`src/sv/ngga_pkg.sv`:
```
// Shared constants, types and the header lookup for the GGA position extractor.
package ngga_pkg;

    localparam logic [7:0] CH_NL    = 8'h0A;
    localparam logic [7:0] CH_COMMA = 8'h2C;

    localparam logic [2:0] HDR_LEN    = 3'd6;
    localparam logic [2:0] HDR_DONE   = 3'd7;
    localparam logic [2:0] NUM_FIELDS = 3'd5;

    // Field ids; they also equal the field position after the header.
    localparam logic [2:0] FID_TIME = 3'd0;
    localparam logic [2:0] FID_LAT  = 3'd1;
    localparam logic [2:0] FID_NS   = 3'd2;
    localparam logic [2:0] FID_LON  = 3'd3;
    localparam logic [2:0] FID_EW   = 3'd4;

    typedef struct packed {
        logic take;       // input request accepted this cycle
        logic run_start;  // qualifying newline: point at first result
        logic rd;         // read the pointed character into the output register
        logic advance;    // output request taken: move the pointer
    } t_cmd;

    typedef struct packed {
        logic nl_ok;      // input byte is a newline that ends a good line
        logic last;       // pointer sits on the final result of the run
    } t_sts;

    function automatic logic [7:0] hdr_char(input logic [2:0] pos);
        logic [7:0] c;
        case (pos)
            3'd0:    c = "$";
            3'd1:    c = "G";
            3'd2:    c = "P";
            3'd3:    c = "G";
            3'd4:    c = "G";
            default: c = "A";
        endcase
        return c;
    endfunction

endpackage

```
`src/sv/ngga_ctrl.sv`:
```
// Controller FSM: input acceptance and result run sequencing.
module ngga_ctrl
    import ngga_pkg::*;
(
    input  logic i_clk,
    input  logic i_rst_n,
    input  logic i_valid,
    input  logic i_stall,
    input  t_sts i_sts,
    output t_cmd o_cmd,
    output logic o_in_stall,
    output logic o_out_valid
);

    localparam logic [1:0] S_IN  = 2'd0;
    localparam logic [1:0] S_RD  = 2'd1;
    localparam logic [1:0] S_OUT = 2'd2;

    logic [1:0] r_state;
    logic [1:0] n_state;

    always_comb begin
        n_state = r_state;
        o_cmd   = '0;
        case (r_state)
            S_IN: begin
                o_cmd.take = i_valid;
                if (i_valid && i_sts.nl_ok) begin
                    o_cmd.run_start = 1'b1;
                    n_state         = S_RD;
                end
            end
            S_RD: begin
                o_cmd.rd = 1'b1;
                n_state  = S_OUT;
            end
            S_OUT: begin
                if (!i_stall) begin
                    o_cmd.advance = 1'b1;
                    n_state       = i_sts.last ? S_IN : S_RD;
                end
            end
            default: begin
                n_state = S_IN;
            end
        endcase
    end

    always_ff @(posedge i_clk) begin
        if (!i_rst_n) begin
            r_state <= S_IN;
        end else begin
            r_state <= n_state;
        end
    end

    assign o_in_stall  = (r_state != S_IN);
    assign o_out_valid = (r_state == S_OUT);

    a_hold_on_stall: assert property (@(posedge i_clk) disable iff (!i_rst_n)
        (r_state == S_OUT && i_stall) |=> (r_state == S_OUT))
        else $error("result dropped while receiver stalled");

    a_read_then_show: assert property (@(posedge i_clk) disable iff (!i_rst_n)
        (r_state == S_RD) |=> (r_state == S_OUT))
        else $error("read cycle not followed by result");

endmodule

```
`src/sv/ngga_dp.sv`:
```
// Datapath: line parser state, field buffers and result pointer.
module ngga_dp
    import ngga_pkg::*;
#(
    parameter int FIELD_CHARS = 16
) (
    input  logic       i_clk,
    input  logic       i_rst_n,
    input  logic [7:0] i_rx_byte,
    input  t_cmd       i_cmd,
    output t_sts       o_sts,
    output logic [2:0] o_field_id,
    output logic [3:0] o_char_index,
    output logic [7:0] o_char_byte,
    output logic       o_last_of_run
);

    localparam int IW = $clog2(FIELD_CHARS);
    localparam int CW = $clog2(FIELD_CHARS + 1);

    logic [2:0]    r_hp, n_hp;
    logic [2:0]    r_fc, n_fc;
    logic [CW-1:0] r_cif, n_cif;
    logic          r_rej, n_rej;
    logic [CW-1:0] r_len [3];
    logic [CW-1:0] n_len [3];
    logic          wr_en;

    logic [7:0] r_time_mem [FIELD_CHARS];
    logic [7:0] r_lat_mem  [FIELD_CHARS];
    logic [7:0] r_lon_mem  [FIELD_CHARS];
    logic [7:0] r_hemi_ns, r_hemi_ew;
    logic [7:0] r_rd;

    logic [2:0]    r_sel, n_sel;
    logic [IW-1:0] r_idx, n_idx;
    logic [CW-1:0] idx_inc;

    logic is_nl, is_comma;

    assign is_nl    = (i_rx_byte == CH_NL);
    assign is_comma = (i_rx_byte == CH_COMMA);

    // Line parser next state
    always_comb begin
        n_hp  = r_hp;
        n_fc  = r_fc;
        n_cif = r_cif;
        n_rej = r_rej;
        n_len = r_len;
        wr_en = 1'b0;
        if (i_cmd.take) begin
            if (is_nl) begin
                n_hp  = 3'd0;
                n_fc  = 3'd0;
                n_cif = '0;
                n_rej = 1'b0;
            end else if (!r_rej) begin
                if (r_hp != HDR_DONE) begin
                    if (is_comma) begin
                        if (r_hp == HDR_LEN) n_hp = HDR_DONE;
                        else                 n_rej = 1'b1;
                    end else if (r_hp != HDR_LEN && i_rx_byte == hdr_char(r_hp)) begin
                        n_hp = r_hp + 3'd1;
                    end else begin
                        n_rej = 1'b1;
                    end
                end else if (r_fc != NUM_FIELDS) begin
                    if (is_comma) begin
                        if (r_cif == '0) begin
                            n_rej = 1'b1;
                        end else begin
                            case (r_fc)
                                FID_TIME: n_len[0] = r_cif;
                                FID_LAT:  n_len[1] = r_cif;
                                FID_LON:  n_len[2] = r_cif;
                                default:  ;
                            endcase
                            n_fc  = r_fc + 3'd1;
                            n_cif = '0;
                        end
                    end else if (r_cif >= CW'(FIELD_CHARS)) begin
                        n_rej = 1'b1;
                    end else begin
                        wr_en = 1'b1;
                        n_cif = r_cif + CW'(1);
                    end
                end
            end
        end
    end

    assign o_sts.nl_ok = is_nl && !r_rej && (r_hp == HDR_DONE) &&
                         ((r_fc == NUM_FIELDS) ||
                          (r_fc == NUM_FIELDS - 3'd1 && r_cif != '0));
    assign o_sts.last  = (r_sel == FID_EW);

    // Result pointer: walks time, lat, N/S, lon, E/W
    assign idx_inc = CW'(r_idx) + CW'(1);

    always_comb begin
        n_sel = r_sel;
        n_idx = r_idx;
        if (i_cmd.run_start) begin
            n_sel = FID_TIME;
            n_idx = '0;
        end else if (i_cmd.advance) begin
            case (r_sel)
                FID_TIME: begin
                    if (idx_inc == r_len[0]) begin
                        n_sel = FID_LAT;
                        n_idx = '0;
                    end else begin
                        n_idx = idx_inc[IW-1:0];
                    end
                end
                FID_LAT: begin
                    if (idx_inc == r_len[1]) begin
                        n_sel = FID_NS;
                        n_idx = '0;
                    end else begin
                        n_idx = idx_inc[IW-1:0];
                    end
                end
                FID_NS: begin
                    n_sel = FID_LON;
                    n_idx = '0;
                end
                FID_LON: begin
                    if (idx_inc == r_len[2]) begin
                        n_sel = FID_EW;
                        n_idx = '0;
                    end else begin
                        n_idx = idx_inc[IW-1:0];
                    end
                end
                default: ;
            endcase
        end
    end

    always_ff @(posedge i_clk) begin
        if (!i_rst_n) begin
            r_hp  <= 3'd0;
            r_fc  <= 3'd0;
            r_cif <= '0;
            r_rej <= 1'b0;
            r_len <= '{default: '0};
            r_sel <= FID_TIME;
            r_idx <= '0;
        end else begin
            r_hp  <= n_hp;
            r_fc  <= n_fc;
            r_cif <= n_cif;
            r_rej <= n_rej;
            r_len <= n_len;
            r_sel <= n_sel;
            r_idx <= n_idx;
        end
    end

    // Field buffers; write side at parse time, registered read at run time
    always_ff @(posedge i_clk) begin
        if (wr_en) begin
            case (r_fc)
                FID_TIME: r_time_mem[r_cif[IW-1:0]] <= i_rx_byte;
                FID_LAT:  r_lat_mem[r_cif[IW-1:0]]  <= i_rx_byte;
                FID_NS:   if (r_cif == '0) r_hemi_ns <= i_rx_byte;
                FID_LON:  r_lon_mem[r_cif[IW-1:0]]  <= i_rx_byte;
                default:  if (r_cif == '0) r_hemi_ew <= i_rx_byte;
            endcase
        end
        if (i_cmd.rd) begin
            case (r_sel)
                FID_TIME: r_rd <= r_time_mem[r_idx];
                FID_LAT:  r_rd <= r_lat_mem[r_idx];
                FID_NS:   r_rd <= r_hemi_ns;
                FID_LON:  r_rd <= r_lon_mem[r_idx];
                default:  r_rd <= r_hemi_ew;
            endcase
        end
    end

    assign o_field_id    = r_sel;
    assign o_char_index  = 4'(r_idx);
    assign o_char_byte   = r_rd;
    assign o_last_of_run = (r_sel == FID_EW);

    a_time_idx_in_range: assert property (@(posedge i_clk) disable iff (!i_rst_n)
        (i_cmd.rd && r_sel == FID_TIME) |-> (CW'(r_idx) < r_len[0]))
        else $error("time read past stored length");

    a_cif_bounded: assert property (@(posedge i_clk) disable iff (!i_rst_n)
        r_cif <= CW'(FIELD_CHARS))
        else $error("field character count overran buffer");

    a_ns_to_lon: assert property (@(posedge i_clk) disable iff (!i_rst_n)
        (i_cmd.advance && r_sel == FID_NS) |=> (r_sel == FID_LON && r_idx == '0))
        else $error("pointer did not move from N/S to longitude start");

endmodule

```
`src/sv/nmea_gga_position_extractor.sv`:
```
// GGA sentence position extractor: top level.
// Input channel: one received byte per request on i_rx_byte (i_valid / o_stall).
// Ordinary bytes are taken one per cycle; o_stall stays low between lines.
// A newline that ends a good $GPGGA line (five non-empty fields, each at most
// FIELD_CHARS characters) starts a run of results on the output channel
// (o_valid / i_stall): time, latitude, N/S, longitude, E/W characters, each
// with field id and index, o_last_of_run set on the E/W character.
// Other lines produce no output.
// During a run o_stall is high; each result is a buffer read (S_RD), then
// the output register (S_OUT), and any receiver stall lengthens the run.
// The first result follows the taken newline through S_RD and S_OUT in turn.
// While i_stall is high the result holds in its register.
// Reset (synchronous, active low) returns to start of line and drops any
// run in progress; field buffers need no clearing.
module nmea_gga_position_extractor
    import ngga_pkg::*;
#(
    parameter int FIELD_CHARS = 16
) (
    input  logic       i_clk,
    input  logic       i_rst_n,
    input  logic       i_valid,
    output logic       o_stall,
    input  logic [7:0] i_rx_byte,
    output logic       o_valid,
    input  logic       i_stall,
    output logic [2:0] o_field_id,
    output logic [3:0] o_char_index,
    output logic [7:0] o_char_byte,
    output logic       o_last_of_run
);

    t_cmd cmd;
    t_sts sts;

    ngga_ctrl u_ctrl (
        .i_clk       (i_clk),
        .i_rst_n     (i_rst_n),
        .i_valid     (i_valid),
        .i_stall     (i_stall),
        .i_sts       (sts),
        .o_cmd       (cmd),
        .o_in_stall  (o_stall),
        .o_out_valid (o_valid)
    );

    ngga_dp #(
        .FIELD_CHARS (FIELD_CHARS)
    ) u_dp (
        .i_clk         (i_clk),
        .i_rst_n       (i_rst_n),
        .i_rx_byte     (i_rx_byte),
        .i_cmd         (cmd),
        .o_sts         (sts),
        .o_field_id    (o_field_id),
        .o_char_index  (o_char_index),
        .o_char_byte   (o_char_byte),
        .o_last_of_run (o_last_of_run)
    );

endmodule
```
`config.mk`:
```
export PLATFORM = sky130hd
export DESIGN_NAME = nmea_gga_position_extractor
export DESIGN_NICKNAME = d
export VERILOG_FILES = /design/src/sv/ngga_pkg.sv /design/src/sv/ngga_ctrl.sv /design/src/sv/ngga_dp.sv /design/src/sv/nmea_gga_position_extractor.sv
export SDC_FILE = /design/constraint.sdc
export NUM_CORES = 1
export LEC_CHECK = 0
export BUFFER_PORTS_ARGS = -buffer_cell sky130_fd_sc_hd__clkbuf_2
export CORE_ASPECT_RATIO = 1.2
export CORE_MARGIN = 8
export CORE_UTILIZATION = 33
export DETAILED_ROUTE_END_ITERATION = 7
export GPL_TIMING_DRIVEN = 0
export SYNTH_ARGS = -nofsm -noshare
export SYNTH_HDL_FRONTEND = slang
export SYNTH_SLANG_ARGS = --single-unit
```
`constraint.sdc`:
```
create_clock -name i_clk -period 3.2 [get_ports i_clk]
set_input_delay 0.8 -clock i_clk [delete_from_list [all_inputs] [get_ports i_clk]]
set_output_delay 0.8 -clock i_clk [all_outputs]
set_load 0.005 [all_outputs]
```
==> results of run 1 <==
-- sequential cells by signal, indices dropped and copies added (netlist names), 3 cells and up, named ones only --
name / count
u_dp.r_lat_mem: 128
u_dp.o_char_index: 4
u_dp.r_fc: 3
u_dp.r_cif: 5
u_dp.o_field_id: 3
u_dp.o_char_byte: 8
u_dp.r_lon_mem: 128
u_dp.r_hp: 3
u_dp.r_len: 15
u_dp.r_hemi_ns: 8
u_dp.r_hemi_ew: 8
u_dp.r_time_mem: 128
-- cell usage in the layout, fill, tap and decap left out, types with 14 or more instances in the layout --
cell and n:
a21oi_1 23, clkbuf_1 24, clkbuf_16 44, clkbuf_2 25, dfxtp_1 40, edfxtp_1 408
ha_1 15, inv_1 15, mux2i_1 31, mux4_2 108, nand2_1 57, nand3_1 28
nor2_1 41, nor2_4 20, nor2b_1 23, xnor2_1 14
-- metrics by stage --
| step | total power, mW | area (sq um) | cells | utilization (%) |
|---|---|---|---|---|
| 3_5_place_dp | 6.803 | 19270 | 1760 | 35.23 |
| 2_1_floorplan | 6.634 | 18220 | 1011 | - |
| 4_1_cts | 12.26 | 20950 | 1838 | 38.30 |
| 5_1_grt | 12.48 | 21060 | 1838 | 38.51 |
| 6_report | 12.17 | 21060 | 1838 | 38.51 |
| 3_3_place_gp | 6.796 | 19270 | 1760 | 35.23 |
-- repair_timing --
item	CTS	global route
setup endpoints to repair	399	391
cloned	0	0
gates resized for setup	48	43
endpoints found under the hold margin	0	0
-- cell families (layout without fill, tap and decap cells) --
kind of cell,Yosys count,after routing
AO/OA/AOI/OAI,83,83
XOR/XNOR,22,22
adder cells (fa/ha/maj),15,15
buffers and inverters,69,176
flip-flops,448,448
multiplexers,139,139
AND/OR/NAND/NOR,235,235
-- cell type report --
class | count | area (sq um)
Timing Repair Buffer | 29 | 183.9
Clock inverter | 32 | 409.1
Multi-Input combinational cell | 494 | 5044
Tap cell | 720 | 900.9
Inverter | 15 | 56.30
Buffer | 53 | 290.3
Sequential cell | 448 | 13050
Clock buffer | 47 | 1122
Fill cell | 4967 | 33630
-- worst max-delay path, delay by kind of cell, from the launching register on --
kind | cells | cell delay (ns)
adder cells (fa/ha/maj) | 1 | 0.17
AND/OR/NAND/NOR | 4 | 1.36
buffers and inverters | 4 | 0.93
flip-flops | 1 | 0.38
-- worst min path at each step --
stage                                        to  cells past startpoint                        start
finish              u_dp.r_len[11]$_SDFFE_PN0P_                      2  u_dp.r_len[11]$_SDFFE_PN0P_
global placement     u_dp.r_len[6]$_SDFFE_PN0P_                      2   u_dp.r_len[6]$_SDFFE_PN0P_
detailed placement  u_dp.r_len[11]$_SDFFE_PN0P_                      2  u_dp.r_len[11]$_SDFFE_PN0P_
CTS                 u_dp.r_len[11]$_SDFFE_PN0P_                      2  u_dp.r_len[11]$_SDFFE_PN0P_
global route        u_dp.r_len[10]$_SDFFE_PN0P_                      2  u_dp.r_len[10]$_SDFFE_PN0P_
floorplan            u_dp.r_len[8]$_SDFFE_PN0P_                      2   u_dp.r_len[8]$_SDFFE_PN0P_
-- where the power goes --
part / switching [mW] / total, mW / internal (mW)
Sequential: 0.00368 / 6.38 / 6.38
Combinational: 0.201 / 0.292 / 0.0911
Clock: 2.22 / 5.50 / 3.28
-- metal layers --
layer  global-route usage, %  up-vias  part of all wire [%]
li1                        -     4181                     -
met1                   17.13     4945                    40
met2                   23.83      270                    51
met3                   2.726       71                   5.8
met4                   4.756        0                   3.0
met5                       0        -                     0
==> impl_metrics.tcl, run 1 <==
set metrics [dict create \
    yosysSeqAreaShare_pct 71.62 \
    antenna_left 0 \
    h-tree-depth 2 \
    fmax_ghz 0.3119 \
    synthArstFlopShare_pct 0 \
    yosys-top-cells-area "edfxtp_1, mux4_2, dfxtp_1, mux2i_1, nor2_1" \
    synth_edf_count 408 \
    crit_fanout 10 \
    synth.area.mux_share_pct 15.05 \
    ys.flop_type "edfxtp_1" \
    route.detailed.drc 0 \
    drv_slew 0 \
    antenna_found_initial 0 \
    first_global_vias 9771 \
    synth_top_area_share_pct 67.23 \
    cp.arrival_ns 3.39 \
    wl_per_cell_um 23.86 \
    critPathMostFrequentCell "clkbuf_1" \
    clkLatencyLatePin_ns 0.56 \
    nets 1111 \
    relSlewSlack_pct 26.36 \
    vias 9467 \
    synth_fa_ha_area_share_pct 1.030 \
    slowest_stage "nor2_2" \
    fp-row-count 94 \
    cts_inserted_buffers 43 \
    drtPass1Iterations 5 \
    startpoint "u_dp.r_fc[1]$_SDFFE_PN0P_" \
    path_cells "inv_1, ha_1, clkbuf_1, nand2_1, and4b_1, clkbuf_1, nand3_1, clkbuf_2, nor2_2" \
    leakage_nw 6.332 \
    port_buffers 29 \
    synth_compound_area_share_pct 3.042 \
    cap_violations 0 \
    vias_per_cell 5.151 \
    cts.path.max_buffers 3 \
    drive_above_1_share_pct 24.69 \
    reg2reg_depth 9 \
    cts_tree "yes" \
    skew_ns 0.01532 \
    synth_area_leader_cell "edfxtp_1" \
    cp-start-kind "flip-flop" \
    reg2reg_slack_ns -0.007 \
    critical_path_class "flip-flop to flip-flop" \
    clkTransAtPathRegs_ns 0.06 \
    syn_inst 1011 \
    dp_hpwl_um 29260 \
    synth_top_family_by_area "multiplexers" \
    synth_common_cells "edfxtp_1, mux4_2, nor2_1, nand2_1, dfxtp_1" \
    synth.most_common_cell "edfxtp_1" \
    yosys.area_share.simple_pct 6.296 \
    grt_max_degree 57 \
    start_util_pct 33.32 \
    period_needed_ns 3.207 \
    wl_um 43860 \
    r2r-end "u_dp.r_lon_mem[7][3]$_DFFE_PP_" \
    postCtsSetupRepairBufs 0 \
    report.final.setup_viol 6 \
    postCtsHoldBufs 0 \
    power.density_mw_per_mm2 577.8 \
    pre_cts_ws_ns -1.333 \
    setup_ws_ns -0.006566 \
    grt.total_usage_pct 13.79 \
    drtIter0Drc 787 \
    area_delta_synth_final_pct 15.56 \
    cts.sinks 448 \
    timing.hold.ws_ns 0.4811 \
    n_antenna_cell 0 \
    rsz0062_at_grt "true" \
    critPathCaptureType "flip-flop" \
    die_area_sq_mm 0.06303 \
    gp_congestion 0.8231 \
    gr-total-overflow 0 \
    synth_xor_area_share_pct 1.215 \
    worstReg2RegStart "u_dp.r_fc[1]$_SDFFE_PN0P_" \
    holdCritPathClass "flip-flop to flip-flop" \
    syn_nets 1038 \
    cp_data_required_time_ns 3.39 \
    netlist-cell-type-count 55 \
    postSynthAreaPerCell_sq_um 18.03 \
    syn_area_sq_mm 0.01822 \
    hold_viol 0 \
    tightest_slew_ns 1.101 \
    slowest_delay_ns 0.64 \
    fin_crit_sh_pct 100.2 \
    violations "setup timing" \
    grt_first_pass_wirelength_um 65120 \
    finalSetupTns_ns -0.02049 \
    cts_root_buffer "clkbuf_16" \
    status "finished with violations" \
    die_w_um 230.5 \
    ys_ff_latch 448 \
    cp-endpoint "u_dp.r_lon_mem[7][3]$_DFFE_PP_" \
    ios 30 \
    yosysWarnings 0 \
    die_h_um 273.4 \
    core_sq_mm 0.05469 \
    peakVddDrop_v 0.0003083 \
]
(Power assumes the default switching activity.)
==> inputs of run 2 (changes only) <==
Settings changed: TNS_END_PERCENT from default to 30.
Clock period 3.2 ns to 4.1 ns, I/O delays scaled along.
==> run 2 against run 1 <==
  * The flow now finishes without violations
  * Combinational power fell by 23%
  * Sequential share of layout area rose by 0.63 points
  * Cell count barely moved
  * Highest routed layer unchanged
==> impl_metrics.tcl, run 2 (same netlist as run 1, synthesis figures left out) <==
set metrics [dict create \
    whs_path_depth 2 \
    drtIter0Drc 816 \
    cp_data_required_time_ns 4.27 \
    route.met2.wl_um 22310 \
    setup_ws_ns 0.07298 \
    drtPass1Iterations 5 \
    layout_commonest_cell "edfxtp_1" \
    cts_root_buffer "clkbuf_16" \
    die_area_sq_mm 0.06303 \
    grt.total_usage_pct 13.78 \
    core_sq_mm 0.05469 \
    grt_max_degree 57 \
    n_antenna_cell 0 \
    relSlewSlack_pct 11.56 \
    reg2reg_slack_ns 0.64 \
    report.power.total_mw 9.497 \
    port_buffers 29 \
    wl_per_cell_um 23.86 \
    first_global_vias 9760 \
    fmax_ghz 0.2483 \
    vias 9583 \
    cp.arrival_ns 4.20 \
    vias_per_cell 5.211 \
    fin_util_pct 38.12 \
    path_cells "clkbuf_2, or3b_2, a21oi_1, nor4_1, nand2_1, clkbuf_1, nor2_1" \
    die_h_um 273.4 \
    clkLatencyLatePin_ns 0.56 \
    r2r-end "u_dp.o_char_byte[7]$_DFFE_PN_" \
    start_util_pct 33.32 \
    critical_path_class "primary input to flip-flop" \
    layout_common_cells "edfxtp_1, mux4_2, nor2_1" \
    hold_start "u_dp.r_len[11]$_SDFFE_PN0P_" \
    antenna_found_initial 0 \
    pre_cts_ws_ns -0.6580 \
    holdCritPathClass "flip-flop to flip-flop" \
    highest-signal-layer "met4" \
    dp_hpwl_um 29260 \
    tightest_slew_ns 1.327 \
    skew_ns 0.01702 \
    cp-start-kind "primary input" \
    drive_above_1_share_pct 22.34 \
    crit_buf_inv 2 \
    fp-row-count 94 \
    timing.hold.ws_ns 0.4791 \
    wl_met1_um 17850 \
    crit_family "simple AND/OR/NAND/NOR gates" \
    period_needed_ns 4.027 \
    wl_um 43880 \
    rsz0062_at_grt "true" \
    die_w_um 230.5 \
    wl_met3_um 2413 \
    slowest_delay_ns 0.80 \
    cts.sinks 448 \
    slowest_stage "clkbuf_2" \
    nets 1112 \
    status "completed" \
    cts_inserted_buffers 43 \
    ios 30 \
    min_to "u_dp.r_len[11]$_SDFFE_PN0P_" \
    cts_tree "yes" \
    report.final.setup_viol 0 \
    grt_first_pass_wirelength_um 65030 \
    hold_viol 0 \
    leakage_nw 6.299 \
    fin_crit_sh_pct 98.22 \
    area_delta_synth_final_pct 14.39 \
    cap_violations 0 \
    clkTransAtPathRegs_ns 0.06 \
    gr-total-overflow 0 \
    critPathCaptureType "flip-flop" \
    crit_fanout 54 \
    drv_slew 0 \
    reg2reg_depth 8 \
    antenna_left 0 \
    h-tree-depth 2 \
    cts.path.max_buffers 3 \
    route.detailed.drc 0 \
    peakVddDrop_v 0.0002396 \
    gp_congestion 0.8231 \
    power.density_mw_per_mm2 455.6 \
]
run 2: stage by stage:
step	area, sq um	TNS, ns	cells
after CTS	20810	0	1839
after global routing	20850	-12.86	1839
final	20850	0	1839
after floorplan	18220	0	1011
after detailed placement	19270	-161.99	1760
after global placement	19270	-112.11	1760
run 2: repair_timing:
action	in CTS	in global routing
pin swaps	0	0
setup endpoints to repair	72	192
gates resized for setup	2	19
buffers inserted	0	0
hold buffers	0	0
run 2: layer usage:
layer  track usage (%)  vias up
met2             23.83      340
met1             17.31     4986
met4             4.689        0
met5                 0        -
met3             2.436       71
li1                  -     4186
run 2: final cells by class:
type	count	area (sq um)
Buffer	54	261.5
Clock buffer	47	1122
Clock inverter	32	409.1
Fill cell	4982	33840
Inverter	15	56.30
Multi-Input combinational cell	494	4888
Sequential cell	448	13050
Tap cell	720	900.9
Timing Repair Buffer	29	155.1
run 2: worst max-delay path by stage:
stage | startpoint | endpoint | slack [ns] | depth (start not counted)
6_report | i_rx_byte[2] | u_dp.r_lat_mem[15][2]$_DFFE_PP_ | 0.07 | 7
5_1_grt | i_rx_byte[2] | u_dp.r_lat_mem[14][2]$_DFFE_PP_ | -0.23 | 7
4_1_cts | i_rx_byte[6] | u_dp.r_lat_mem[11][5]$_DFFE_PP_ | 0.006 | 8
3_5_place_dp | i_rx_byte[0] | u_dp.r_lat_mem[11][1]$_DFFE_PP_ | -0.66 | 8
3_3_place_gp | i_rx_byte[0] | u_dp.r_lat_mem[11][3]$_DFFE_PP_ | -0.55 | 8
2_1_floorplan | i_valid | u_dp.r_lon_mem[15][0]$_DFFE_PP_ | 1.13 | 6
run 2: power by group:
part	switching (mW)	total, mW	internal (mW)
clock network	1.73	4.29	2.56
logic	0.158	0.225	0.0674
registers	0.00285	4.98	4.98
run 2: tightest hold or removal path: cells and delay by family (launching register included):
family	cells	cell delay, ns
simple gates	1	0.05
compound gates	1	0.06
flops	1	0.32
==> inputs of run 3 (changes only) <==
Settings changed: CORE_MARGIN 8 to 5, TNS_END_PERCENT 30 to 100.
==> run 3 against run 2 <==
  * Combinational power hardly changed
  * Total power fell by 2.0%
  * Sequential cell count unchanged
  * Sequential share of layout area grew 0.25 points
  * Utilization is 0.23 points lower
==> impl_metrics.tcl, run 3 (same netlist as run 1, synthesis figures left out) <==
set metrics [dict create \
    vias_per_cell 5.223 \
    power.density_mw_per_mm2 448.1 \
    tightest_slew_ns 1.306 \
    n_antenna_cell 0 \
    h-tree-depth 2 \
    clkLatencyLatePin_ns 0.56 \
    crit_fanout 56 \
    die_h_um 267.4 \
    cts_inserted_buffers 44 \
    whs_path_depth 2 \
    route.detailed.drc 0 \
    period_needed_ns 4.065 \
    critical_path_class "primary input to flip-flop" \
    filler_cell_count 5100 \
    ios 30 \
    holdCritPathClass "flip-flop to flip-flop" \
    rsz0062_at_grt "true" \
    layout_commonest_cell "edfxtp_1" \
    min_to "u_dp.r_len[8]$_SDFFE_PN0P_" \
    r2r-end "u_dp.o_char_byte[5]$_DFFE_PN_" \
    path_cells "clkbuf_2, or3b_2, a21oi_1, nor4_1, nand2_1, clkbuf_1, nor2_1" \
    hold_viol 0 \
    pre_cts_ws_ns -0.6732 \
    report.power.total_mw 9.305 \
    gp_congestion 0.8327 \
    grt.total_usage_pct 14.58 \
    antenna_left 0 \
    slowest_delay_ns 0.84 \
    crit_buf_inv 2 \
    fin_crit_sh_pct 99.14 \
    peakVddDrop_v 0.0003506 \
    setup_ws_ns 0.03543 \
    cp-start-kind "primary input" \
    port_buffers 29 \
    drtIter0Drc 784 \
    postCtsHoldBufs 0 \
    vias 9621 \
    multi_input_area_sq_mm 0.004881 \
    die_w_um 224.5 \
    leakage_nw 6.258 \
    clkTransAtPathRegs_ns 0.06 \
    nets 1113 \
    reg2reg_depth 8 \
    status "completed" \
    gr-total-overflow 0 \
    cp.arrival_ns 4.23 \
    wl_per_cell_um 23.89 \
    fmax_ghz 0.2460 \
    slowest_stage "nor2_1" \
    drtPass1Iterations 5 \
    crit_family "simple AND/OR/NAND/NOR gates" \
    relSlewSlack_pct 12.95 \
    cts_tree "yes" \
    wl_um 44010 \
    core_sq_mm 0.05481 \
    die_area_sq_mm 0.06004 \
    grt_max_degree 57 \
    dp_hpwl_um 29240 \
    cts_root_buffer "clkbuf_16" \
    cts.path.max_buffers 3 \
    report.final.setup_viol 0 \
    antenna_found_initial 0 \
    layout_common_cells "edfxtp_1, mux4_2, nor2_1" \
    drive_above_1_share_pct 21.84 \
    cp_data_required_time_ns 4.27 \
    seq_area_sq_mm 0.01305 \
    drv_slew 0 \
    area_delta_synth_final_pct 13.94 \
    reg2reg_slack_ns 0.62 \
    cts.sinks 448 \
    first_global_vias 9797 \
    cap_violations 0 \
    hold_start "u_dp.r_len[8]$_SDFFE_PN0P_" \
    postCtsSetupRepairBufs 0 \
    grt_first_pass_wirelength_um 65400 \
    fp-row-count 94 \
    skew_ns 0.01455 \
    start_util_pct 33.25 \
    critPathCaptureType "flip-flop" \
]
[run 3: through the flow]
step	cells	hold slack (ns)	TNS (ns)	utilization (%)	area, sq um
global route	1842	0.5104	-6.762	37.88	20760
global placement	1760	0.4596	-115.09	35.16	19270
floorplan	1011	0.4440	0	-	18220
CTS	1842	0.4848	0	37.83	20730
finish	1842	0.4797	0	37.88	20760
detailed placement	1760	0.4756	-155.69	35.16	19270
[run 3: report_power, final]
part | switching (mW) | internal (mW)
clock network | 1.74 | 2.35
registers | 0.00337 | 4.98
logic | 0.158 | 0.0672
[run 3: how the worst max path moves through the flow]
stage / startpoint / end / slack [ns] / cells past startpoint
after floorplan: i_valid / u_dp.r_lon_mem[15][0]$_DFFE_PP_ / 1.13 / 6
after global placement: i_rx_byte[0] / u_dp.r_lat_mem[14][3]$_DFFE_PP_ / -0.54 / 8
after detailed placement: i_rx_byte[0] / u_dp.r_lat_mem[12][1]$_DFFE_PP_ / -0.67 / 8
after CTS: i_rx_byte[7] / u_dp.r_lat_mem[12][0]$_DFFE_PP_ / 0.02 / 8
after global routing: i_rx_byte[2] / u_dp.r_lat_mem[15][4]$_DFFE_PP_ / -0.15 / 7
final: i_rx_byte[5] / u_dp.r_lat_mem[15][0]$_DFFE_PP_ / 0.04 / 7
[run 3: routing by layer]
layer | vias up | wire length [um] | track usage (%)
met5 | - | 0 | 0
met1 | 4983 | 17590 | 19.16
met3 | 65 | 2954 | 2.423
met4 | 0 | 1095 | 4.066
met2 | 374 | 22370 | 25.18
li1 | 4199 | - | -
[run 3: cell type report]
type / count / area share, %
multi-input cells: 494 / 23.51
clock inverters: 32 / 1.452
repair buffers: 29 / 0.7472
inverters: 15 / 0.2712
clock buffers: 50 / 5.562
well taps: 720 / 4.339
flip-flops and latches: 448 / 62.86
plain buffers: 54 / 1.259
[run 3: timing repair]
item,in CTS,in global routing
endpoints found under the hold margin,0,0
resized for setup,2,16
setup endpoints to repair,42,169
[run 3: worst min-delay path: cells and delay by family (launching register included)]
family | cells | cell delay [ns]
compound gates | 1 | 0.07
simple gates | 1 | 0.05
flops | 1 | 0.31
